$ cat src/rtl/core/svpwm_pkg.sv
package svpwm_pkg;

    // sqrt(3)/2 in Q16.
    localparam logic [15:0] SQRT3_HALF_Q16 = 16'd56756;

    // Sector bounds of the angle, a full turn over 16 bits.
    localparam logic [15:0] ANG60  = 16'd10923;
    localparam logic [15:0] ANG120 = 16'd21845;
    localparam logic [15:0] ANG180 = 16'd32768;
    localparam logic [15:0] ANG240 = 16'd43691;
    localparam logic [15:0] ANG300 = 16'd54613;

    // Sector numbers.
    localparam logic [2:0] SECTOR_1 = 3'd1;
    localparam logic [2:0] SECTOR_2 = 3'd2;
    localparam logic [2:0] SECTOR_3 = 3'd3;
    localparam logic [2:0] SECTOR_4 = 3'd4;
    localparam logic [2:0] SECTOR_5 = 3'd5;
    localparam logic [2:0] SECTOR_6 = 3'd6;

    // Configuration register indexes.
    localparam logic [1:0] REG_PWM_PERIOD   = 2'd0;
    localparam logic [1:0] REG_MIN_DUTY     = 2'd1;
    localparam logic [1:0] REG_MAX_DUTY     = 2'd2;
    localparam logic [1:0] REG_RELOAD_VALUE = 2'd3;

    // Configuration reset values.
    localparam logic [15:0] PWM_PERIOD_RST   = 16'd4096;
    localparam logic [15:0] MIN_DUTY_RST     = 16'd0;
    localparam logic [15:0] MAX_DUTY_RST     = 16'd4096;
    localparam logic [15:0] RELOAD_VALUE_RST = 16'd4096;

    // Default depth of the queue between front and back.
    localparam int unsigned QUEUE_DEPTH_DEFAULT = 4;

    typedef struct packed {
        logic [15:0] pwm_period;
        logic [15:0] min_duty;
        logic [15:0] max_duty;
        logic [15:0] reload_value;
    } cfg_t;

    // One classified item handed from the front to the back.
    typedef struct packed {
        logic [2:0]         sector;
        logic [15:0]        m_scale;
        logic [14:0]        t_a;
        logic [14:0]        t_b;
        logic signed [15:0] u_alpha;
        logic signed [15:0] u_beta;
    } vec_item_t;

endpackage

$ cat src/rtl/core/svpwm_front.sv
module svpwm_front import svpwm_pkg::*; (
    input  logic               aclk,
    input  logic               aresetn,
    input  logic [15:0]        pwm_period,
    input  logic               in_valid,
    output logic               in_ready,
    input  logic [15:0]        theta,
    input  logic signed [15:0] sin_q15,
    input  logic signed [15:0] cos_q15,
    input  logic [15:0]        us,
    output logic               push_valid,
    output vec_item_t          push_item,
    input  logic               queue_full
);

    logic               fe;
    logic [2:0]         sector_next;
    logic signed [32:0] hi_prod;
    logic signed [32:0] ua_prod;
    logic signed [32:0] ub_prod;
    logic [31:0]        m_prod;

    logic               f1_valid_reg, f1_valid_next;
    logic [2:0]         f1_sector_reg;
    logic signed [15:0] f1_sin_reg;
    logic [15:0]        f1_hi_reg;
    logic [15:0]        f1_m_reg;
    logic signed [15:0] f1_ua_reg;
    logic signed [15:0] f1_ub_reg;

    logic signed [15:0] s_half;
    logic [15:0]        y_val, z_val, a_val, b_val;
    vec_item_t          f2_item_next;
    logic               f2_valid_reg, f2_valid_next;
    vec_item_t          f2_item_reg;

    // The whole front advances unless its last stage holds an item the queue cannot take.
    assign fe         = !f2_valid_reg || !queue_full;
    assign in_ready   = fe;
    assign push_valid = f2_valid_reg && !queue_full;
    assign push_item  = f2_item_reg;

    // Stage one: sector search and the products of the input transfer.
    always_comb begin
        if (theta < ANG60) begin
            sector_next = SECTOR_1;
        end else if (theta < ANG120) begin
            sector_next = SECTOR_2;
        end else if (theta < ANG180) begin
            sector_next = SECTOR_3;
        end else if (theta < ANG240) begin
            sector_next = SECTOR_4;
        end else if (theta < ANG300) begin
            sector_next = SECTOR_5;
        end else begin
            sector_next = SECTOR_6;
        end
        hi_prod = $signed({1'b0, SQRT3_HALF_Q16}) * cos_q15;
        ua_prod = $signed({1'b0, us}) * cos_q15;
        ub_prod = $signed({1'b0, us}) * sin_q15;
        m_prod  = us * pwm_period;
    end

    // Stage two: X, Y and Z, then the sector's pair of vector times.
    always_comb begin
        s_half = f1_sin_reg >>> 1;
        y_val  = 16'(s_half) + f1_hi_reg;
        z_val  = 16'(s_half) - f1_hi_reg;
        unique case (f1_sector_reg)
            SECTOR_1: begin
                a_val = 16'(-z_val);
                b_val = 16'(f1_sin_reg);
            end
            SECTOR_2: begin
                a_val = z_val;
                b_val = y_val;
            end
            SECTOR_3: begin
                a_val = 16'(f1_sin_reg);
                b_val = 16'(-y_val);
            end
            SECTOR_4: begin
                a_val = 16'(-f1_sin_reg);
                b_val = z_val;
            end
            SECTOR_5: begin
                a_val = 16'(-y_val);
                b_val = 16'(-z_val);
            end
            default: begin
                a_val = y_val;
                b_val = 16'(-f1_sin_reg);
            end
        endcase
        f2_item_next.sector  = f1_sector_reg;
        f2_item_next.m_scale = f1_m_reg;
        // Negative times are clamped to zero.
        f2_item_next.t_a     = a_val[15] ? 15'd0 : a_val[14:0];
        f2_item_next.t_b     = b_val[15] ? 15'd0 : b_val[14:0];
        f2_item_next.u_alpha = f1_ua_reg;
        f2_item_next.u_beta  = f1_ub_reg;
    end

    // Valid bits of both stages.
    always_comb begin
        f1_valid_next = f1_valid_reg;
        f2_valid_next = f2_valid_reg;
        if (fe) begin
            f1_valid_next = in_valid;
            f2_valid_next = f1_valid_reg;
        end
    end

    always_ff @(posedge aclk) begin
        if (!aresetn) begin
            f1_valid_reg <= 1'b0;
            f2_valid_reg <= 1'b0;
        end else begin
            f1_valid_reg <= f1_valid_next;
            f2_valid_reg <= f2_valid_next;
        end
    end

    // Payload registers move with the stage enable.
    always_ff @(posedge aclk) begin
        if (fe) begin
            f1_sector_reg <= sector_next;
            f1_sin_reg    <= sin_q15;
            f1_hi_reg     <= hi_prod[31:16];
            f1_m_reg      <= m_prod[31:16];
            f1_ua_reg     <= ua_prod[31:16];
            f1_ub_reg     <= ub_prod[31:16];
            f2_item_reg   <= f2_item_next;
        end
    end

endmodule

$ cat src/rtl/core/svpwm_queue.sv
module svpwm_queue import svpwm_pkg::*; #(
    parameter int unsigned DEPTH = QUEUE_DEPTH_DEFAULT
) (
    input  logic      aclk,
    input  logic      aresetn,
    input  logic      push_valid,
    input  vec_item_t push_item,
    output logic      full,
    output logic      pop_valid,
    input  logic      pop_ready,
    output vec_item_t pop_item
);

    localparam int unsigned PTR_W = (DEPTH > 1) ? $clog2(DEPTH) : 1;
    localparam int unsigned CNT_W = $clog2(DEPTH + 1);
    localparam logic [PTR_W-1:0] LAST_SLOT = PTR_W'(DEPTH - 1);
    localparam logic [CNT_W-1:0] FULL_CNT  = CNT_W'(DEPTH);

    vec_item_t        slot_reg [DEPTH];
    logic [PTR_W-1:0] wr_ptr_reg, wr_ptr_next;
    logic [PTR_W-1:0] rd_ptr_reg, rd_ptr_next;
    logic [CNT_W-1:0] count_reg, count_next;
    logic             do_push, do_pop;

    assign full      = (count_reg == FULL_CNT);
    assign pop_valid = (count_reg != '0);
    assign pop_item  = slot_reg[rd_ptr_reg];
    assign do_push   = push_valid && !full;
    assign do_pop    = pop_valid && pop_ready;

    // Pointer and fill count update.
    always_comb begin
        wr_ptr_next = wr_ptr_reg;
        rd_ptr_next = rd_ptr_reg;
        count_next  = count_reg;
        if (do_push) begin
            wr_ptr_next = (wr_ptr_reg == LAST_SLOT) ? '0 : wr_ptr_reg + 1'b1;
        end
        if (do_pop) begin
            rd_ptr_next = (rd_ptr_reg == LAST_SLOT) ? '0 : rd_ptr_reg + 1'b1;
        end
        case ({do_push, do_pop})
            2'b10:   count_next = count_reg + 1'b1;
            2'b01:   count_next = count_reg - 1'b1;
            default: count_next = count_reg;
        endcase
    end

    always_ff @(posedge aclk) begin
        if (!aresetn) begin
            wr_ptr_reg <= '0;
            rd_ptr_reg <= '0;
            count_reg  <= '0;
        end else begin
            wr_ptr_reg <= wr_ptr_next;
            rd_ptr_reg <= rd_ptr_next;
            count_reg  <= count_next;
        end
    end

    // Slot storage.
    always_ff @(posedge aclk) begin
        if (do_push) begin
            slot_reg[wr_ptr_reg] <= push_item;
        end
    end

endmodule

$ cat src/rtl/core/svpwm_back.sv
module svpwm_back import svpwm_pkg::*; (
    input  logic               aclk,
    input  logic               aresetn,
    input  cfg_t               cfg,
    input  logic               pop_valid,
    output logic               pop_ready,
    input  vec_item_t          pop_item,
    output logic               out_valid,
    input  logic               out_ready,
    output logic [15:0]        duty_u,
    output logic [15:0]        duty_v,
    output logic [15:0]        duty_w,
    output logic [2:0]         sector,
    output logic signed [15:0] u_alpha,
    output logic signed [15:0] u_beta
);

    // Clamp one phase time to the duty window and subtract it from the reload.
    function automatic logic [15:0] clamp_sub(input logic [15:0] t, input cfg_t c);
        logic [15:0] v;
        v = t;
        if (v < c.min_duty) begin
            v = c.min_duty;
        end
        if (v > c.max_duty) begin
            v = c.max_duty;
        end
        return c.reload_value - v;
    endfunction

    logic               be;
    logic [30:0]        ta_prod, tb_prod;
    logic [17:0]        diff;
    logic [15:0]        tc_val, tbo_val, tao_val;
    logic [15:0]        pu, pv, pw;

    logic               b1_valid_reg, b1_valid_next;
    logic [2:0]         b1_sector_reg;
    logic [15:0]        b1_ta_reg, b1_tb_reg;
    logic signed [15:0] b1_ua_reg, b1_ub_reg;

    logic               b2_valid_reg, b2_valid_next;
    logic [2:0]         b2_sector_reg;
    logic [15:0]        b2_tc_reg, b2_tbo_reg, b2_tao_reg;
    logic signed [15:0] b2_ua_reg, b2_ub_reg;

    logic               out_valid_reg, out_valid_next;
    logic [15:0]        duty_u_reg, duty_v_reg, duty_w_reg;
    logic [2:0]         sector_reg;
    logic signed [15:0] u_alpha_reg, u_beta_reg;

    // The back advances whenever the output register is empty or being drained.
    assign be        = !out_valid_reg || out_ready;
    assign pop_ready = be;
    assign out_valid = out_valid_reg;
    assign duty_u    = duty_u_reg;
    assign duty_v    = duty_v_reg;
    assign duty_w    = duty_w_reg;
    assign sector    = sector_reg;
    assign u_alpha   = u_alpha_reg;
    assign u_beta    = u_beta_reg;

    // Stage one: scale both vector times by the period-weighted magnitude.
    always_comb begin
        ta_prod = pop_item.m_scale * pop_item.t_a;
        tb_prod = pop_item.m_scale * pop_item.t_b;
    end

    // Stage two: zero-vector time and the two cumulative compare times.
    always_comb begin
        diff    = {2'b00, cfg.pwm_period} - {2'b00, b1_ta_reg} - {2'b00, b1_tb_reg};
        tc_val  = diff[17:2];
        tbo_val = {1'b0, b1_tb_reg[15:1]} + tc_val;
        tao_val = {1'b0, b1_ta_reg[15:1]} + tbo_val;
    end

    // Stage three: route the times to the phases by sector.
    always_comb begin
        unique case (b2_sector_reg)
            SECTOR_1: begin
                pu = b2_tao_reg; pv = b2_tbo_reg; pw = b2_tc_reg;
            end
            SECTOR_2: begin
                pu = b2_tbo_reg; pv = b2_tao_reg; pw = b2_tc_reg;
            end
            SECTOR_3: begin
                pu = b2_tc_reg;  pv = b2_tao_reg; pw = b2_tbo_reg;
            end
            SECTOR_4: begin
                pu = b2_tc_reg;  pv = b2_tbo_reg; pw = b2_tao_reg;
            end
            SECTOR_5: begin
                pu = b2_tbo_reg; pv = b2_tc_reg;  pw = b2_tao_reg;
            end
            default: begin
                pu = b2_tao_reg; pv = b2_tc_reg;  pw = b2_tbo_reg;
            end
        endcase
    end

    // Valid bits of the three stages.
    always_comb begin
        b1_valid_next  = b1_valid_reg;
        b2_valid_next  = b2_valid_reg;
        out_valid_next = out_valid_reg;
        if (be) begin
            b1_valid_next  = pop_valid;
            b2_valid_next  = b1_valid_reg;
            out_valid_next = b2_valid_reg;
        end
    end

    always_ff @(posedge aclk) begin
        if (!aresetn) begin
            b1_valid_reg  <= 1'b0;
            b2_valid_reg  <= 1'b0;
            out_valid_reg <= 1'b0;
        end else begin
            b1_valid_reg  <= b1_valid_next;
            b2_valid_reg  <= b2_valid_next;
            out_valid_reg <= out_valid_next;
        end
    end

    // Payload registers move with the stage enable.
    always_ff @(posedge aclk) begin
        if (be) begin
            b1_sector_reg <= pop_item.sector;
            b1_ta_reg     <= {ta_prod[30:16], 1'b0};
            b1_tb_reg     <= {tb_prod[30:16], 1'b0};
            b1_ua_reg     <= pop_item.u_alpha;
            b1_ub_reg     <= pop_item.u_beta;

            b2_sector_reg <= b1_sector_reg;
            b2_tc_reg     <= tc_val;
            b2_tbo_reg    <= tbo_val;
            b2_tao_reg    <= tao_val;
            b2_ua_reg     <= b1_ua_reg;
            b2_ub_reg     <= b1_ub_reg;

            duty_u_reg    <= clamp_sub(pu, cfg);
            duty_v_reg    <= clamp_sub(pv, cfg);
            duty_w_reg    <= clamp_sub(pw, cfg);
            sector_reg    <= b2_sector_reg;
            u_alpha_reg   <= b2_ua_reg;
            u_beta_reg    <= b2_ub_reg;
        end
    end

endmodule

$ cat src/rtl/core/svpwm_duty_calculator_top.sv
// Channel   Direction  Handshake                      Payload
// s_        in         s_tvalid / s_tready            s_tdata: theta, sin_q15, cos_q15, us
// m_        out        m_tvalid / m_tready            m_tdata: duty_u/v/w, sector, u_alpha, u_beta
// cfg_      in         cfg_wr_en (no handshake back)  cfg_addr, cfg_wdata
//
// Sustained rate is one item per clock while the output is not stalled; an item
// passes two front stages (sector and products, then vector times), the queue slots
// and three back stages (scaling, compare times, clamp) from input to result.
// Reset is synchronous and active low; it empties the pipeline and queue and loads
// the register defaults, with no clearing pass. A stalled output holds the back;
// the queue keeps the front taking items until it fills.
module svpwm_duty_calculator_top import svpwm_pkg::*; #(
    parameter int unsigned QUEUE_DEPTH = QUEUE_DEPTH_DEFAULT
) (
    input  logic        aclk,
    input  logic        aresetn,
    input  logic        s_tvalid,
    output logic        s_tready,
    // theta[15:0], sin_q15[31:16], cos_q15[47:32], us[63:48]
    input  logic [63:0] s_tdata,
    output logic        m_tvalid,
    input  logic        m_tready,
    // duty_u[15:0], duty_v[31:16], duty_w[47:32], sector[50:48],
    // u_alpha[66:51], u_beta[82:67], zero fill[87:83]
    output logic [87:0] m_tdata,
    input  logic        cfg_wr_en,
    input  logic [1:0]  cfg_addr,
    input  logic [15:0] cfg_wdata
);

    cfg_t               cfg_reg, cfg_next;
    logic               push_valid, queue_full;
    vec_item_t          push_item, pop_item;
    logic               pop_valid, pop_ready;
    logic [15:0]        duty_u, duty_v, duty_w;
    logic [2:0]         sector;
    logic signed [15:0] u_alpha, u_beta;

    // Configuration register writes.
    always_comb begin
        cfg_next = cfg_reg;
        if (cfg_wr_en) begin
            unique case (cfg_addr)
                REG_PWM_PERIOD:   cfg_next.pwm_period   = cfg_wdata;
                REG_MIN_DUTY:     cfg_next.min_duty     = cfg_wdata;
                REG_MAX_DUTY:     cfg_next.max_duty     = cfg_wdata;
                REG_RELOAD_VALUE: cfg_next.reload_value = cfg_wdata;
                default:          cfg_next = cfg_reg;
            endcase
        end
    end

    always_ff @(posedge aclk) begin
        if (!aresetn) begin
            cfg_reg.pwm_period   <= PWM_PERIOD_RST;
            cfg_reg.min_duty     <= MIN_DUTY_RST;
            cfg_reg.max_duty     <= MAX_DUTY_RST;
            cfg_reg.reload_value <= RELOAD_VALUE_RST;
        end else begin
            cfg_reg <= cfg_next;
        end
    end

    svpwm_front u_front (
        .aclk       (aclk),
        .aresetn    (aresetn),
        .pwm_period (cfg_reg.pwm_period),
        .in_valid   (s_tvalid),
        .in_ready   (s_tready),
        .theta      (s_tdata[15:0]),
        .sin_q15    ($signed(s_tdata[31:16])),
        .cos_q15    ($signed(s_tdata[47:32])),
        .us         (s_tdata[63:48]),
        .push_valid (push_valid),
        .push_item  (push_item),
        .queue_full (queue_full)
    );

    svpwm_queue #(
        .DEPTH (QUEUE_DEPTH)
    ) u_queue (
        .aclk       (aclk),
        .aresetn    (aresetn),
        .push_valid (push_valid),
        .push_item  (push_item),
        .full       (queue_full),
        .pop_valid  (pop_valid),
        .pop_ready  (pop_ready),
        .pop_item   (pop_item)
    );

    svpwm_back u_back (
        .aclk      (aclk),
        .aresetn   (aresetn),
        .cfg       (cfg_reg),
        .pop_valid (pop_valid),
        .pop_ready (pop_ready),
        .pop_item  (pop_item),
        .out_valid (m_tvalid),
        .out_ready (m_tready),
        .duty_u    (duty_u),
        .duty_v    (duty_v),
        .duty_w    (duty_w),
        .sector    (sector),
        .u_alpha   (u_alpha),
        .u_beta    (u_beta)
    );

    // Result packing, duty_u in the lowest bits.
    assign m_tdata = {5'b00000, u_beta, u_alpha, sector, duty_w, duty_v, duty_u};

endmodule

$ cat config.mk
export PLATFORM = sky130hd
export DESIGN_NAME = svpwm_duty_calculator_top
export DESIGN_NICKNAME = d
export VERILOG_FILES = /design/src/rtl/core/svpwm_pkg.sv /design/src/rtl/core/svpwm_front.sv /design/src/rtl/core/svpwm_queue.sv /design/src/rtl/core/svpwm_back.sv /design/src/rtl/core/svpwm_duty_calculator_top.sv
export SDC_FILE = /design/constraint.sdc
export NUM_CORES = 2
export LEC_CHECK = 0
export BUFFER_PORTS_ARGS = -buffer_cell sky130_fd_sc_hd__buf_2
export CELL_PAD_IN_SITES_DETAIL_PLACEMENT = 0
export CELL_PAD_IN_SITES_GLOBAL_PLACEMENT = 1
export CORE_UTILIZATION = 50
export DETAILED_ROUTE_END_ITERATION = 16
export PLACE_DENSITY_LB_ADDON = 0.1
export SYNTH_ARGS = -nofsm -noshare
export SYNTH_HDL_FRONTEND = slang
export SYNTH_HIERARCHICAL = 1
export SYNTH_SLANG_ARGS = --single-unit
export TNS_END_PERCENT = 5
$ cat constraint.sdc
create_clock -name aclk -period 9.4 [get_ports aclk]
set_input_delay 0.47 -clock aclk [delete_from_list [all_inputs] [get_ports aclk]]
set_output_delay 0.47 -clock aclk [all_outputs]
set_load 0.01 [all_outputs]
* Word level (Yosys, flattened, before mapping)
Memory sizes are Yosys's and may differ from the RTL's. A register that Yosys moved wholly into a read port is not among the register bits. Cells that the tools add are included. Widths: inputs -> output; s select.
Storage, ports and cells: register bits after elaboration 471, memory bits (writable) 324, input port bits 87, output and inout bits 90, logic and storage cells 144, memories 1
Operators by class: add/sub/neg operators 16, multipliers 6, order comparisons 11, equal/unequal tests 18, mux-type cells 28, reductions and logical operators 22
Memory list:
- u_queue.slot_reg | depth 4, bits a word 81, read ports 1, clocked after memory_dff 1, wr ports 1, RTL line svpwm_queue.sv:19 | vec_item_t slot_reg [DEPTH];
Operators by type and width (number):
- $mux 16 | 12
- $pmux 16 s5 | 2
- $pmux 16 s2 | 3
- $mul 17x16->32 | 2
- $sub 16x16->16 | 4
- $mul 16x15->31 | 2
- $gt 16x16->1 | 3
- $lt 16x16->1 | 3
- $lt 16x16->1 const B | 3
- $neg 16->16 | 3
- $add 15x16->16 | 2
- $mul 16x16->32 | 1
- $mul 15x16->30 const A | 1
- $sub 18x16->18 | 1
- $sub 16x16->17 | 1
- $add 16x16->16 | 1
- $lt 16x14->1 const B | 1
- $lt 16x15->1 const B | 1
- $mux 2 | 8
- $eq 3x3->1 const B | 5
- $eq 3x2->1 const B | 4
- $reduce_or 2->1 | 6
- $eq 2x2->1 const B | 5
- $reduce_and 2->1 | 4
- other kinds (14) | 23

* Longest topological paths before layout
depth after elaboration 10, mapped depth 40, mapped depth without buffers 34

* Hierarchy
The synthesis kept the hierarchy.
Modules (own cells, without submodules):
- svpwm_front | times used 1, cells an instance 4083, area an instance 38449.4 um^2, sequential area each 4964.8 um^2
- svpwm_back | times used 1, cells an instance 3373, area an instance 31391.4 um^2, sequential area each 6996.7 um^2
- svpwm_queue | times used 1, cells an instance 479, area an instance 12264.3 um^2, sequential area each 9909.5 um^2
- svpwm_duty_calculator_top | times used 1, cells an instance 237, area an instance 2411.1 um^2, sequential area each 1281.2 um^2

* Worst setup path after synthesis
No wires, ideal clock.
kind input to register, from input m_tready, to register u_queue.count_reg[2], setup time 0.076 ns, arrival 8.401 ns, data required time 9.324 ns, path slack 0.924 ns, cell stages on the path 9, path buffers 0, path through nand2b_1 -> o31ai_1 -> inv_1 -> ha_1 -> inv_1 -> fa_1 -> xor2_1 -> or3_1 -> a21boi_0
Between the ends: word-level cells in the longest chain between the ends 4, elaborated cells on any way between the ends 6, classes of those cells eq/ne: 2; mux: 1; reduce/logical: 3
RTL lines:
- start, declared | RTL line svpwm_duty_calculator_top.sv:22 | input logic m_tready,
- $logic_or 1x1->1 * | RTL line svpwm_back.sv:53 | assign be = !out_valid_reg || out_ready;
- $logic_and 1x1->1 * | RTL line svpwm_queue.sv:29 | assign do_pop = pop_valid && pop_ready;
- net u_queue.do_pop | RTL line svpwm_queue.sv:23 | logic do_push, do_pop;
- $eq 2x1->1 / $eq 2x2->1 (equally long branches) | RTL line svpwm_queue.sv:42 | case ({do_push, do_pop})
- $pmux 3 s2 / $reduce_bool 2->1 (equally long branches)
- end signal, assigned | RTL line svpwm_queue.sv:57 | count_reg <= count_next;
- end, declared | RTL line svpwm_queue.sv:22 | logic [CNT_W-1:0] count_reg, count_next;
The timed path passes the listed nets; every way through them passes the cells marked *. A chain may end at the register's enable or synchronous reset.

* Worst setup path in the final report
from register u_back.b2_sector_reg[2], to register u_back.duty_u_reg[15] (netlist: u_back/duty_u[15]), data pin
Between the ends: word-level cells in the longest chain between the ends 10, elaborated cells on any way between the ends 14, classes of those cells add/sub: 1; order compare: 2; eq/ne: 4; mux: 5; reduce/logical: 2
RTL lines:
- start, declared | RTL line svpwm_back.sv:43 | logic [2:0] b2_sector_reg;
- start signal, assigned | RTL line svpwm_back.sv:134 | b2_sector_reg <= b1_sector_reg;
- $eq 3x2->1 / $eq 3x3->1 (equally long branches) | RTL line svpwm_back.sv:79 | unique case (b2_sector_reg)
- $reduce_or 2->1 (no source line)
- $pmux 16 s2 * | RTL line svpwm_back.sv:79
- $lt 16x16->1 | RTL line svpwm_back.sv:22 | if (v < c.min_duty) begin
- $mux 16 * | RTL line svpwm_back.sv:22
- $mux 16 * | RTL line svpwm_back.sv:127 | if (be) begin
- $gt 16x16->1 | RTL line svpwm_back.sv:25 | if (v > c.max_duty) begin
- $mux 16 * | RTL line svpwm_back.sv:25
- $mux 16 * | RTL line svpwm_back.sv:127
- $sub 16x16->16 * | RTL line svpwm_back.sv:28 | return c.reload_value - v;
- end signal, assigned | RTL line svpwm_back.sv:141 | duty_u_reg <= clamp_sub(pu, cfg);
- end, declared | RTL line svpwm_back.sv:48 | logic [15:0] duty_u_reg, duty_v_reg, duty_w_reg;
Every way passes the cells marked *; elsewhere a longest branch is shown, timed or not. The select of a mux whose other input is x is not followed.

==> reports/results.ini <==
[floorplanning]
die_h_um = 413
coreArea_um2 = 167000
die_w_um = 413
fp.dieArea_um2 = 171000
ios = 177
row_count = 150
start_util_pct = 50.5

[placement]
dp_slack_ps = 1140
gp_congestion = 0.893
io_buffers = 171
hpwl_um = 162000
place_inst = 10300

[timing]
rsz0062_at_grt = false
timing.fmax_ghz = 0.120
drv_slew = 0
hold_viol = 0
fin_worst_skew_ps = 60.2
min_period_over_period_pct = 88.9
min_period_ps = 8360
maxSlewHeadroom_pct = 22.5
worst_pin_slew_ps = 1160
finalSetupTns_ps = 0
setup_viol = 0
setup_slack_ps = 1040
holdWs_ps = 79.4

[critical_path]
cp_max_fo = 31
cpPeakStageDelay_ps = 770
crit_type = flip-flop to flip-flop
slowest_stage = edfxtp_1
cp-start-kind = flip-flop
worst_ep_arrival_time_ps = 8780
cpMostUsedCell = a21oi_1
cp.required_ps = 9820
end_kind = flip-flop

[final_layout]
drive_gt1_share_pct = 6.74
finalNetCount = 10200
layout_common_cells = 1,422 x inv_1, 1,067 x fa_1, 944 x nand2_1
syn_to_final_growth_pct = 6.84
fillers = 15000
multi_input_area_um2 = 54500
layout_commonest_cell = inv_1
instances_no_fill = 10500
ff_latch_area_um2 = 23200
largest_reg_flops = 324

[routing]
num_vias = 57000
drtAntennaViolNets = 0
via_per_inst = 5.46
routedWlPerCell_um = 20.4
drt_first_pass_iters = 6
drcViolationCount = 0
drt_iter0_drc = 3411
drt-total-wl_um = 213000

[min_path]
hold_path_class = input pin to flip-flop

[run_status]
outcome = complete, no violations

[clock_network]
clock_sinks = 797
cts_resized = 0
tritoncts = done
root_buffer = clkbuf_16
cts_buffers = 89
cts.clk_slew.worst_paths_ps = 60
clk_latency_ps = 710
clockBufferDepth = 3
htree_levels = 3

[global_route]
globalRoute.totalOverflow = 0
grt_pass1_vias = 60200
grt_pass1_wl_um = 339000
grt_max_degree = 82
antenna_found_initial = 9
grtUsageTotal_pct = 25.6

[logic_synthesis]
synth_ff_type = edfxtp_1
ys_seq_area_share_pct = 27.4
synth-edff-count = 719
netlist_instances = 8172
syn_avg_cell_area_um2 = 10.3
yosys_warnings = 6
synth_seq_cells = 797
async_flop_share_pct = 0
ys_types = 111
syn_area_um2 = 84500

[job]
cap_violations = 0

==> worst paths after layout <==
check | start | to | slack (ps) | cells past startpoint
worst max-delay path | u_back/b2_sector_reg[2] | u_back/duty_u[15] | 1040 | 31
worst min-delay path | cfg_wdata[12] | cfg_reg[44] | 80 | 3
worst max register to register | u_back/b2_sector_reg[2] | u_back/duty_u[15] | 1040 | 31
worst min register to register | u_back/b1_ub_reg[0] | u_back/b2_ub_reg[0] | 390 | 0
==> cells in the mapped netlist, drive strengths merged, types with 38 or more instances <==
cell type,count,area [um2]
edfxtp,719,21600
o22ai,38,238
a21oi,313,1580
and2,551,3450
nor3,85,442
ha,847,10600
mux2i,91,923
nand2,945,3550
nand3,54,280
inv,1427,5360
o21ai,215,1080
fa,1067,21400
dfxtp,78,1560
clkbuf,279,1050
a211oi,46,380
nand2b,58,370
buf,67,497
mux4,83,1870
nor2,337,1260
a21o,69,518
nor2b,65,407
xor2,70,613
xnor2,191,1700
o21a,60,450
==> kinds of logic (layout without fill, tap and decap cells) <==
family / Yosys count / count (layout) / share of synthesized area, %
adder cells (fa/ha/maj): 1914 / 1914 / 37.8
XOR/XNOR: 261 / 261 / 2.73
multiplexers: 178 / 178 / 3.37
flip-flops: 797 / 797 / 27.4
other: 1 / 8 / 0.00444
AO/OA/AOI/OAI: 998 / 998 / 7.66
buffers and inverters: 1776 / 1847 / 8.18
AND/OR/NAND/NOR: 2247 / 2247 / 12.9
==> critical path: cells and delay by family (launching register included) <==
kind	cells	cell delay (ps)
xor gates and xnor gates	1	150
adders and majority gates	3	900
and+or+nand+nor	4	820
DFF	1	770
buffers and inverters	3	740
AOI/OAI and AO/OA	20	4700
==> routing by layer <==
layer  GRT usage [%]  part of all wire (%)  vias to the layer above
met5               0                 0.043                        -
met4            6.59                   2.3                       14
met2            44.0                    49                     1185
met1            34.8                    44                    29000
met3            2.39                   3.8                      270
li1                -                     -                    26600
==> cell type report <==
class                      instances  share of cell area (%)
multi-input combinational       5603                    60.4
sequential                       797                    25.6
timing repair buffer             253                    1.67
clock buffer                     107                    2.59
inverter                        1430                    5.94
antenna                            3                 0.00831
clock inverter                    57                   0.726
tap                             2204                    3.05
==> per-stage QoR <==
step | util, % | cell area (um2)
2_1_floorplan | - | 84500
3_3_place_gp | 52.1 | 87300
6_report | 53.9 | 90300
4_1_cts | 53.9 | 90300
3_5_place_dp | 52.1 | 87300
5_1_grt | 53.9 | 90300
==> timing repair <==
action | 4_1_cts | 5_1_grt
setup buffers | 0 | 0
hold endpoints to repair | 2 | 0
hold buffers | 2 | 0
Power is left out: the tool's default activity adds up to more than one toggle a clock period on the data nets, which glitch-free logic cannot reach.
